## config.mk

```make
export PLATFORM = sky130hd
export DESIGN_NAME = gap_distance_group_sort
export DESIGN_NICKNAME = d
export VERILOG_FILES = /design/src/rtl/core/gdgs_pkg.sv /design/src/rtl/core/gdgs_ram.sv /design/src/rtl/core/gdgs_ctrl.sv /design/src/rtl/core/gdgs_dp.sv /design/src/rtl/core/gap_distance_group_sort.sv
export VERILOG_INCLUDE_DIRS = /design/src /design/src/rtl/core
export SDC_FILE = /design/constraint.sdc
export NUM_CORES = 2
export LEC_CHECK = 0
export BUFFER_PORTS_ARGS = -buffer_cell sky130_fd_sc_hd__buf_2
export CORE_MARGIN = 2
export CORE_UTILIZATION = 63
export CTS_CLUSTER_SIZE = 12
export DETAILED_ROUTE_END_ITERATION = 10
export GPL_ROUTABILITY_DRIVEN = 0
export PLACE_DENSITY = 0.8
export SYNTH_ARGS = -nofsm -noshare
export SYNTH_HDL_FRONTEND = slang
export SYNTH_SLANG_ARGS = --single-unit
```

## constraint.sdc

```tcl
create_clock -name clk -period 9 [get_ports clk]
set_input_delay 1.8 -clock clk [delete_from_list [all_inputs] [get_ports clk]]
set_output_delay 1.8 -clock clk [all_outputs]
set_load 0.005 [all_outputs]
```

## src/rtl/core/gap_distance_group_sort_macros.svh

```systemverilog
// ----------------------------------------------------------------------------
// gap_distance_group_sort assertion macros
// Shared concurrent assertion forms, clocked on clk and disabled in reset.
// ----------------------------------------------------------------------------
`ifndef GAP_DISTANCE_GROUP_SORT_MACROS_SVH
`define GAP_DISTANCE_GROUP_SORT_MACROS_SVH

// The consequent holds in the same cycle as the antecedent.
`define GDGS_ASSERT_SAME(lbl, ante, cons, msg) \
    lbl: assert property (@(posedge clk) disable iff (!rst_n) (ante) |-> (cons)) \
        else $error(msg);

// The consequent holds in the cycle after the antecedent.
`define GDGS_ASSERT_NEXT(lbl, ante, cons, msg) \
    lbl: assert property (@(posedge clk) disable iff (!rst_n) (ante) |=> (cons)) \
        else $error(msg);

// The condition holds at every clock edge out of reset.
`define GDGS_ASSERT_ALWAYS(lbl, cond, msg) \
    lbl: assert property (@(posedge clk) disable iff (!rst_n) (cond)) \
        else $error(msg);

`endif

```

## src/rtl/core/gdgs_pkg.sv

```systemverilog
// ----------------------------------------------------------------------------
// gdgs_pkg
// Closure kind codes and the command and status bundles between the
// sort controller and the datapath.
// ----------------------------------------------------------------------------
package gdgs_pkg;

    localparam logic [1:0] KIND_OVERLAP = 2'd0;
    localparam logic [1:0] KIND_FULL    = 2'd1;
    localparam logic [1:0] KIND_LEFT    = 2'd2;
    localparam logic [1:0] KIND_RIGHT   = 2'd3;

    localparam logic [1:0] GROUP_GAP   = 2'd0;
    localparam logic [1:0] GROUP_LEFT  = 2'd1;
    localparam logic [1:0] GROUP_RIGHT = 2'd2;

    localparam int GAP_W = 17;
    localparam int KEY_OUT_W = 17;

    typedef struct packed {
        logic store;
        logic scan_start;
        logic load_out;
        logic finish;
    } ctrl_cmd_t;

    typedef struct packed {
        logic scan_done;
        logic final_out;
    } dp_status_t;

endpackage

```

## src/rtl/core/gdgs_ram.sv

```systemverilog
// ----------------------------------------------------------------------------
// gdgs_ram
// Generic simple dual-port RAM: one write port, one read port with a
// registered read.
// ----------------------------------------------------------------------------
module gdgs_ram #(
    parameter int WIDTH = 34,
    parameter int DEPTH = 64,
    localparam int AW = $clog2(DEPTH)
) (
    input  logic             clk,
    input  logic             wr_en,
    input  logic [AW-1:0]    wr_addr,
    input  logic [WIDTH-1:0] wr_data,
    input  logic             rd_en,
    input  logic [AW-1:0]    rd_addr,
    output logic [WIDTH-1:0] rd_data
);

    logic [WIDTH-1:0] mem [DEPTH];

    always_ff @(posedge clk)
    begin
        if (wr_en)
        begin
            mem[wr_addr] <= wr_data;
        end
        if (rd_en)
        begin
            rd_data <= mem[rd_addr];
        end
    end

endmodule

```

## src/rtl/core/gdgs_ctrl.sv

```systemverilog
// ----------------------------------------------------------------------------
// gdgs_ctrl
// Sequencer: collects records, then alternates one selection scan and one
// result emission until every held record has gone out.
// ----------------------------------------------------------------------------
`include "gap_distance_group_sort_macros.svh"

module gdgs_ctrl
    import gdgs_pkg::*;
(
    input  logic       clk,
    input  logic       rst_n,
    input  logic       in_valid,
    input  logic       last_in,
    output logic       in_ready,
    output logic       out_valid,
    input  logic       out_ready,
    output ctrl_cmd_t  cmd,
    input  dp_status_t status
);

    typedef enum logic [2:0] {
        ST_COLLECT = 3'b001,
        ST_SCAN    = 3'b010,
        ST_EMIT    = 3'b100
    } state_t;

    state_t state_reg;
    state_t state_next;

    assign in_ready  = (state_reg == ST_COLLECT);
    assign out_valid = (state_reg == ST_EMIT);

    always_comb
    begin
        state_next = state_reg;
        cmd        = '0;
        case (state_reg)
            ST_COLLECT:
            begin
                if (in_valid)
                begin
                    cmd.store = 1'b1;
                    if (last_in)
                    begin
                        cmd.scan_start = 1'b1;
                        state_next     = ST_SCAN;
                    end
                end
            end
            ST_SCAN:
            begin
                if (status.scan_done)
                begin
                    cmd.load_out = 1'b1;
                    state_next   = ST_EMIT;
                end
            end
            ST_EMIT:
            begin
                if (out_ready)
                begin
                    if (status.final_out)
                    begin
                        cmd.finish = 1'b1;
                        state_next = ST_COLLECT;
                    end
                    else
                    begin
                        cmd.scan_start = 1'b1;
                        state_next     = ST_SCAN;
                    end
                end
            end
            default:
            begin
                state_next = ST_COLLECT;
            end
        endcase
    end

    always_ff @(posedge clk or negedge rst_n)
    begin
        if (!rst_n)
        begin
            state_reg <= ST_COLLECT;
        end
        else
        begin
            state_reg <= state_next;
        end
    end

    `GDGS_ASSERT_NEXT(a_last_starts_scan, in_valid && in_ready && last_in,
        state_reg == ST_SCAN, "last word did not start a scan")
    `GDGS_ASSERT_NEXT(a_final_returns, out_valid && out_ready && status.final_out,
        in_ready, "final result did not reopen collection")
    `GDGS_ASSERT_SAME(a_load_in_scan, cmd.load_out,
        state_reg == ST_SCAN, "result loaded outside a scan")

endmodule

```

## src/rtl/core/gdgs_dp.sv

```systemverilog
// ----------------------------------------------------------------------------
// gdgs_dp
// Record store, key builder and selection scan. Each scan walks every held
// record and picks the smallest {group, key, index} above the last one sent.
// ----------------------------------------------------------------------------
`include "gap_distance_group_sort_macros.svh"

module gdgs_dp
    import gdgs_pkg::*;
#(
    parameter int MAX_RECORDS = 64,
    parameter int LENGTH_BITS = 16,
    localparam int IW = $clog2(MAX_RECORDS)
) (
    input  logic                   clk,
    input  logic                   rst_n,
    input  logic                   cfg_valid,
    input  logic [GAP_W-1:0]       gap_target,
    input  logic [1:0]             kind,
    input  logic [LENGTH_BITS-1:0] seq_length,
    input  logic [LENGTH_BITS-1:0] overlap_len,
    input  ctrl_cmd_t              cmd,
    output dp_status_t             status,
    output logic [IW-1:0]          source_index,
    output logic [1:0]             kind_out,
    output logic [LENGTH_BITS-1:0] length_out,
    output logic [LENGTH_BITS-1:0] overlap_out,
    output logic [KEY_OUT_W-1:0]   sort_key,
    output logic                   last_out,
    output logic                   dropped
);

    localparam int CW   = $clog2(MAX_RECORDS + 1);
    localparam int KW   = ((LENGTH_BITS > GAP_W) ? LENGTH_BITS : GAP_W) + 1;
    localparam int SW   = KW + 1;
    localparam int DW   = 2 + 2 * LENGTH_BITS;
    localparam int CMPW = 2 + KW + IW;
    localparam logic [KW-1:0] KEY_SAT = KW'((1 << KEY_OUT_W) - 1);

    // Configuration and set bookkeeping.
    logic [GAP_W-1:0] gap_reg;
    logic [CW-1:0]    count_reg;
    logic             ovf_reg;
    logic [CW-1:0]    emit_cnt_reg;
    logic             full;
    logic [CW-1:0]    count_m1;

    // Scan pipeline.
    logic            scan_active_reg;
    logic            issue_reg;
    logic [IW-1:0]   addr_reg;
    logic            v1_reg;
    logic [IW-1:0]   idx1_reg;
    logic [DW-1:0]   rd_data;
    logic            v2_reg;
    logic [CMPW-1:0] comp2_reg;
    logic [DW-1:0]   data2_reg;
    logic            best_valid_reg;
    logic [CMPW-1:0] best_reg;
    logic [DW-1:0]   best_data_reg;
    logic            have_prev_reg;
    logic [CMPW-1:0] prev_reg;

    // Key build on the word read from the store.
    logic [1:0]             rd_kind;
    logic [LENGTH_BITS-1:0] rd_len;
    logic [LENGTH_BITS-1:0] rd_ov;
    logic signed [SW-1:0]   gap_ext;
    logic signed [SW-1:0]   diff;
    logic [KW-1:0]          gap_dist;
    logic [KW-1:0]          key1;
    logic [1:0]             group1;
    logic                   take;

    // Output word.
    logic [IW-1:0]          out_idx_reg;
    logic [1:0]             out_kind_reg;
    logic [LENGTH_BITS-1:0] out_len_reg;
    logic [LENGTH_BITS-1:0] out_ov_reg;
    logic [KEY_OUT_W-1:0]   out_key_reg;
    logic                   out_last_reg;
    logic [1:0]             best_kind;
    logic [KW-1:0]          best_key;

    assign full     = (count_reg == CW'(MAX_RECORDS));
    assign count_m1 = count_reg - CW'(1);

    gdgs_ram #(
        .WIDTH(DW),
        .DEPTH(MAX_RECORDS)
    ) u_store (
        .clk    (clk),
        .wr_en  (cmd.store && !full),
        .wr_addr(count_reg[IW-1:0]),
        .wr_data({kind, seq_length, overlap_len}),
        .rd_en  (issue_reg),
        .rd_addr(addr_reg),
        .rd_data(rd_data)
    );

    assign rd_kind = rd_data[DW-1 -: 2];
    assign rd_len  = rd_data[2*LENGTH_BITS-1 -: LENGTH_BITS];
    assign rd_ov   = rd_data[LENGTH_BITS-1:0];
    assign gap_ext = {{(SW-GAP_W){gap_reg[GAP_W-1]}}, gap_reg};

    always_comb
    begin
        if (rd_kind == KIND_OVERLAP)
        begin
            diff = -$signed(SW'(rd_ov)) - gap_ext;
        end
        else
        begin
            diff = $signed(SW'(rd_len)) - gap_ext;
        end
        gap_dist = diff[SW-1] ? KW'(-diff) : diff[KW-1:0];
        case (rd_kind)
            KIND_OVERLAP, KIND_FULL:
            begin
                group1 = GROUP_GAP;
                key1   = gap_dist;
            end
            KIND_LEFT:
            begin
                group1 = GROUP_LEFT;
                key1   = KW'(rd_len);
            end
            default:
            begin
                group1 = GROUP_RIGHT;
                key1   = KW'(rd_len);
            end
        endcase
    end

    // A candidate wins when it lies above the last record sent and below
    // the best one found so far in this scan. The index makes every tuple
    // distinct, so ties resolve by arrival order.
    assign take = v2_reg
        && (!have_prev_reg || (comp2_reg > prev_reg))
        && (!best_valid_reg || (comp2_reg < best_reg));

    assign best_kind = best_data_reg[DW-1 -: 2];
    assign best_key  = best_reg[IW +: KW];

    always_ff @(posedge clk or negedge rst_n)
    begin
        if (!rst_n)
        begin
            gap_reg         <= '0;
            count_reg       <= '0;
            ovf_reg         <= 1'b0;
            emit_cnt_reg    <= '0;
            scan_active_reg <= 1'b0;
            issue_reg       <= 1'b0;
            v1_reg          <= 1'b0;
            v2_reg          <= 1'b0;
            best_valid_reg  <= 1'b0;
            have_prev_reg   <= 1'b0;
            out_last_reg    <= 1'b0;
        end
        else
        begin
            if (cfg_valid)
            begin
                gap_reg <= gap_target;
            end
            if (cmd.store)
            begin
                if (full)
                begin
                    ovf_reg <= 1'b1;
                end
                else
                begin
                    count_reg <= count_reg + CW'(1);
                end
            end

            v1_reg <= issue_reg;
            v2_reg <= v1_reg;
            if (cmd.scan_start)
            begin
                scan_active_reg <= 1'b1;
                issue_reg       <= 1'b1;
                best_valid_reg  <= 1'b0;
            end
            else if (issue_reg && (addr_reg == count_m1[IW-1:0]))
            begin
                issue_reg <= 1'b0;
            end
            if (take)
            begin
                best_valid_reg <= 1'b1;
            end

            if (cmd.load_out)
            begin
                scan_active_reg <= 1'b0;
                have_prev_reg   <= 1'b1;
                emit_cnt_reg    <= emit_cnt_reg + CW'(1);
                out_last_reg    <= ((emit_cnt_reg + CW'(1)) == count_reg);
            end
            if (cmd.finish)
            begin
                count_reg     <= '0;
                ovf_reg       <= 1'b0;
                emit_cnt_reg  <= '0;
                have_prev_reg <= 1'b0;
            end
        end
    end

    always_ff @(posedge clk)
    begin
        if (cmd.scan_start)
        begin
            addr_reg <= '0;
        end
        else if (issue_reg)
        begin
            addr_reg <= addr_reg + IW'(1);
        end
        idx1_reg  <= addr_reg;
        comp2_reg <= {group1, key1, idx1_reg};
        data2_reg <= rd_data;
        if (take)
        begin
            best_reg      <= comp2_reg;
            best_data_reg <= data2_reg;
        end
        if (cmd.load_out)
        begin
            prev_reg     <= best_reg;
            out_idx_reg  <= best_reg[IW-1:0];
            out_kind_reg <= best_kind;
            out_len_reg  <= best_data_reg[2*LENGTH_BITS-1 -: LENGTH_BITS];
            out_ov_reg   <= (best_kind == KIND_OVERLAP) ?
                            best_data_reg[LENGTH_BITS-1:0] : '0;
            out_key_reg  <= (best_key > KEY_SAT) ? KEY_SAT[KEY_OUT_W-1:0] :
                            best_key[KEY_OUT_W-1:0];
        end
    end

    assign status.scan_done = scan_active_reg && !issue_reg && !v1_reg && !v2_reg;
    assign status.final_out = out_last_reg;

    assign source_index = out_idx_reg;
    assign kind_out     = out_kind_reg;
    assign length_out   = out_len_reg;
    assign overlap_out  = out_ov_reg;
    assign sort_key     = out_key_reg;
    assign last_out     = out_last_reg;
    assign dropped      = ovf_reg;

    `GDGS_ASSERT_SAME(a_scan_found, cmd.load_out,
        best_valid_reg, "scan ended without a selected record")
    `GDGS_ASSERT_ALWAYS(a_count_bound, count_reg <= CW'(MAX_RECORDS),
        "record count exceeds capacity")
    `GDGS_ASSERT_ALWAYS(a_emit_bound, emit_cnt_reg <= count_reg,
        "more results sent than records held")

endmodule

```

## src/rtl/core/gap_distance_group_sort.sv

```systemverilog
// Collection: one record per cycle while no set is being sent.
// After the last record, and after each accepted result, a scan over the n
// held records picks the next result, which is offered the cycle after the
// scan ends.
// Reset (rst_n, asynchronous, active low) empties the set and clears the gap
// setting to 0; record storage needs no clearing pass.
// ----------------------------------------------------------------------------
// gap_distance_group_sort
// Collects a set of gap-closure records and sends them back in gap, left and
// right groups, ordered by distance to the expected gap or by length.
// ----------------------------------------------------------------------------
module gap_distance_group_sort
    import gdgs_pkg::*;
#(
    parameter int MAX_RECORDS = 64,
    parameter int LENGTH_BITS = 16
) (
    input  logic                           clk,
    input  logic                           rst_n,
    input  logic                           cfg_valid,
    output logic                           cfg_ready,
    input  logic [GAP_W-1:0]               gap_target,
    input  logic                           in_valid,
    output logic                           in_ready,
    input  logic [1:0]                     kind,
    input  logic [LENGTH_BITS-1:0]         seq_length,
    input  logic [LENGTH_BITS-1:0]         overlap_len,
    input  logic                           last_in,
    output logic                           out_valid,
    input  logic                           out_ready,
    output logic [$clog2(MAX_RECORDS)-1:0] source_index,
    output logic [1:0]                     kind_out,
    output logic [LENGTH_BITS-1:0]         length_out,
    output logic [LENGTH_BITS-1:0]         overlap_out,
    output logic [KEY_OUT_W-1:0]           sort_key,
    output logic                           last_out,
    output logic                           dropped
);

    ctrl_cmd_t  cmd;
    dp_status_t status;

    assign cfg_ready = 1'b1;

    gdgs_ctrl u_ctrl (
        .clk      (clk),
        .rst_n    (rst_n),
        .in_valid (in_valid),
        .last_in  (last_in),
        .in_ready (in_ready),
        .out_valid(out_valid),
        .out_ready(out_ready),
        .cmd      (cmd),
        .status   (status)
    );

    gdgs_dp #(
        .MAX_RECORDS(MAX_RECORDS),
        .LENGTH_BITS(LENGTH_BITS)
    ) u_dp (
        .clk         (clk),
        .rst_n       (rst_n),
        .cfg_valid   (cfg_valid),
        .gap_target  (gap_target),
        .kind        (kind),
        .seq_length  (seq_length),
        .overlap_len (overlap_len),
        .cmd         (cmd),
        .status      (status),
        .source_index(source_index),
        .kind_out    (kind_out),
        .length_out  (length_out),
        .overlap_out (overlap_out),
        .sort_key    (sort_key),
        .last_out    (last_out),
        .dropped     (dropped)
    );

endmodule

```

==> qor.csv <==
metric,value,unit
hold path depth,0,
Die X-Extent,393,µm
"Setup violations, final",0,
ys flop type,edfxtp_1,
all-layer global routing usage,34.9,%
H-tree depth,4,
max_cap viols,0,
Initial DRC Count,7875,
R2R Setup Slk,4.36,ns
critical path capture point type,flip-flop,
crit path DAT,5.08,ns
Largest register FFs,2176,
Max Fclk,0.215,GHz
Yosys reg bits,2461,
antenna violations before repair,41,
hold path endpoint,u_dp.comp2_reg[5]$_DFF_P_,
vias in the first global route,48500,
"Non-Filler Cell Area, Final",106000,µm²
worst-margin pin slew,1.37,ns
"non-filler cells, final",6675,
final worst path period share,51.6,%
"slowest stage delay, CP",1.22,ns
Die Ht,393,µm
CTS Root Cell,clkbuf_16,
worst vdd ir,0.000245,V
Initial Util,63.6,%
Register Area,73000,µm²
"Avg Cell Area, Syn",22.5,µm²
Setup CP Type,flip-flop to flip-flop,
Rows,142,
minimum clock period,4.64,ns
synthesized area,95400,µm²
global-route wire length before repair,369000,µm
final worst setup slack,4.36,ns
CTS tree,done,
cells after synthesis,4244,
async set-reset flop share out of synthesis,1.71,%
highest-delay cell along the critical path,nor2_4,
yosys synthesis warning count,0,
number of I/O pins,119,
pwr/cell area,309,nW/µm²
Slew Limit Fails,0,
Avg WL per Cell,39.4,µm
drt via density,7.28,
Clock Skew,0.0675,ns
Final nets,4674,
CP required,9.44,ns
worst-path cell chain,"or3_1, nor3_1, nand2b_1, nor2_1, nand2_1, nor2_4",
multi-input gate area in the final layout,21700,µm²
Place WS,4.23,ns
Post-Syn Nets,4408,
fillcell total,8024,
Tot Pwr,32.8,mW
TritonCTS Sinks,2461,
worst skew pair latency,0.89,ns
status,finished clean,
placed cell count,6291,
die area,155000,µm²
DP Area,99200,µm²
crit-path max FO,34,
Routed Antenna Nets,0,
Biggest register,u_dp.u_store.mem,
total core area,150000,µm²
gr ovfl total,0,
worst hold path type,flip-flop to flip-flop,
HPWL after DPL,137000,µm
"CTS clk-pin slew, worst paths",0.06,ns
total routed wirelength,263000,µm
"Setup Fix Bufs, Post-CTS",0,
"CP delay by family, top",simple AND/OR/NAND/NOR gates,
Worst Path Buf+Inv,0,
layout cell share with drive strength beyond 1,28.2,%
Relative slew margins,8.76,%
r2r startpoint,u_dp.count_reg[3]$_DFFE_PN0P_,
leakage power total,33.6,nW
area delta synth->final,11.1,%
r2r endpoint,u_dp.u_store.mem[34][23]$_DFFE_PP_,
Hold Path Origin,u_dp.idx1_reg[5]$_DFF_P_,
drt drc,0,
Fin Hold WS,0.321,ns
Cell variety after synth,78,
PostCTS Resize Cnt,0,
post-layout util,70.6,%
Vias,48600,
drt first pass iters,6,
"Hold Vio Cnt, Final",0,
TritonCTS Buffers,233,
Clock Tree Buf Depth,3,
largest net degree at the start of global routing,129,
I/O Buffers,117,
CTS Hold Bufs,0,
unrepaired setup endpoints after global routing,no,
total negative slack,0,ns
sequential-to-total area share from yosys stat,76.5,%
CP Launch Type,flip-flop,
reg2reg path depth,6,
"EDFF count, synth",2347,
report_power, final:
group          total, mW  internal (mW)  switching [mW]
registers           14.0           13.3           0.630
logic               9.66           4.10            5.57
clock network       9.11           4.92            4.19
total               32.8           22.4            10.4
routing by layer:
layer  vias up  wire length [µm]  GRT usage (%)  part of all wire, %
met4        42             16500           18.1                  6.3
li1      18200                 -              -                    -
met1     25100             85400           45.2                   32
met5         -               309              0                 0.12
met2      4374            126000           54.7                   48
met3       914             34600           9.99                   13
logic make-up (layout without fill, tap and decap cells):
| kind of cell | count (synthesis) | in the layout | synth area share, % |
|---|---|---|---|
| compound gates | 221 | 221 | 1.48 |
| mux | 726 | 726 | 17.0 |
| xor+xnor | 54 | 54 | 0.496 |
| fa+ha+maj | 107 | 107 | 1.42 |
| other cells | 1 | 16 | 0.00393 |
| simple gates | 374 | 374 | 1.87 |
| flops | 2461 | 2461 | 76.5 |
| buf+inv | 300 | 700 | 1.26 |
worst max path at each step:
stage	endpoint	slack [ns]	start	cells past startpoint
6_report	u_dp.u_store.mem[34][23]$_DFFE_PP_	4.36	u_dp.count_reg[3]$_DFFE_PN0P_	6
5_1_grt	u_dp.u_store.mem[10][24]$_DFFE_PP_	4.38	u_dp.count_reg[3]$_DFFE_PN0P_	6
4_1_cts	u_dp.u_store.mem[34][23]$_DFFE_PP_	4.55	u_dp.count_reg[3]$_DFFE_PN0P_	6
3_5_place_dp	u_dp.u_store.mem[2][27]$_DFFE_PP_	4.23	in_valid	6
3_3_place_gp	u_dp.u_store.mem[2][0]$_DFFE_PP_	4.28	in_valid	6
2_1_floorplan	u_dp.best_data_reg[0]$_DFFE_PP_	2.61	u_dp.best_reg[1]$_DFFE_PP_	11
cells in the final DEF (no fill, tap or decap), drive strengths merged, types with 8 or more instances in the layout:
| master | Yosys | layout |
|---|---|---|
| nand2 | 110 | 110 |
| and2 | 22 | 22 |
| dfxtp | 72 | 72 |
| a21oi | 40 | 40 |
| a21o | 15 | 15 |
| diode | 0 | 15 |
| o21a | 13 | 13 |
| nor2 | 130 | 130 |
| o21ai | 84 | 84 |
| clkinv | 1 | 32 |
| buf | 61 | 229 |
| o31ai | 9 | 9 |
| clkbuf | 137 | 331 |
| nor2b | 9 | 9 |
| mux4 | 714 | 714 |
| or3 | 14 | 14 |
| nor3 | 14 | 14 |
| dfrtp | 41 | 41 |
| a211oi | 8 | 8 |
| ha | 105 | 105 |
| edfxtp | 2347 | 2347 |
| nand4 | 18 | 18 |
| xnor2 | 28 | 28 |
| nand3 | 13 | 13 |
| nand2b | 15 | 15 |
| inv | 101 | 106 |
| xor2 | 26 | 26 |
cells in the mapped netlist, types with 15 or more instances:
library cell  count  share of area (%)
and2_1           21               0.14
nand4_1          17               0.11
o21ai_0          78               0.41
nand2b_1         15              0.098
edfxtp_1       2347                 74
dfxtp_1          72                1.5
inv_1           100               0.39
clkbuf_1        131               0.52
xor2_1           26               0.24
nand2_1         110               0.43
ha_1            105                1.4
nor2_1          130               0.51
mux4_2          714                 17
a21oi_1          40               0.21
dfrtp_1          41                1.1
buf_1            53               0.21
xnor2_1          28               0.26
cell type report:
type                            instances  area share [%]
Antenna cell                           15          0.0354
Clock buffer                          331            6.00
Clock inverter                         38           0.399
Inverter                              102           0.362
Multi-Input combinational cell       1483            20.5
Sequential cell                      2461            68.9
Tap cell                             2016            2.38
Timing Repair Buffer                  229            1.44
No activity file was read; power rests on OpenSTA's default activity.
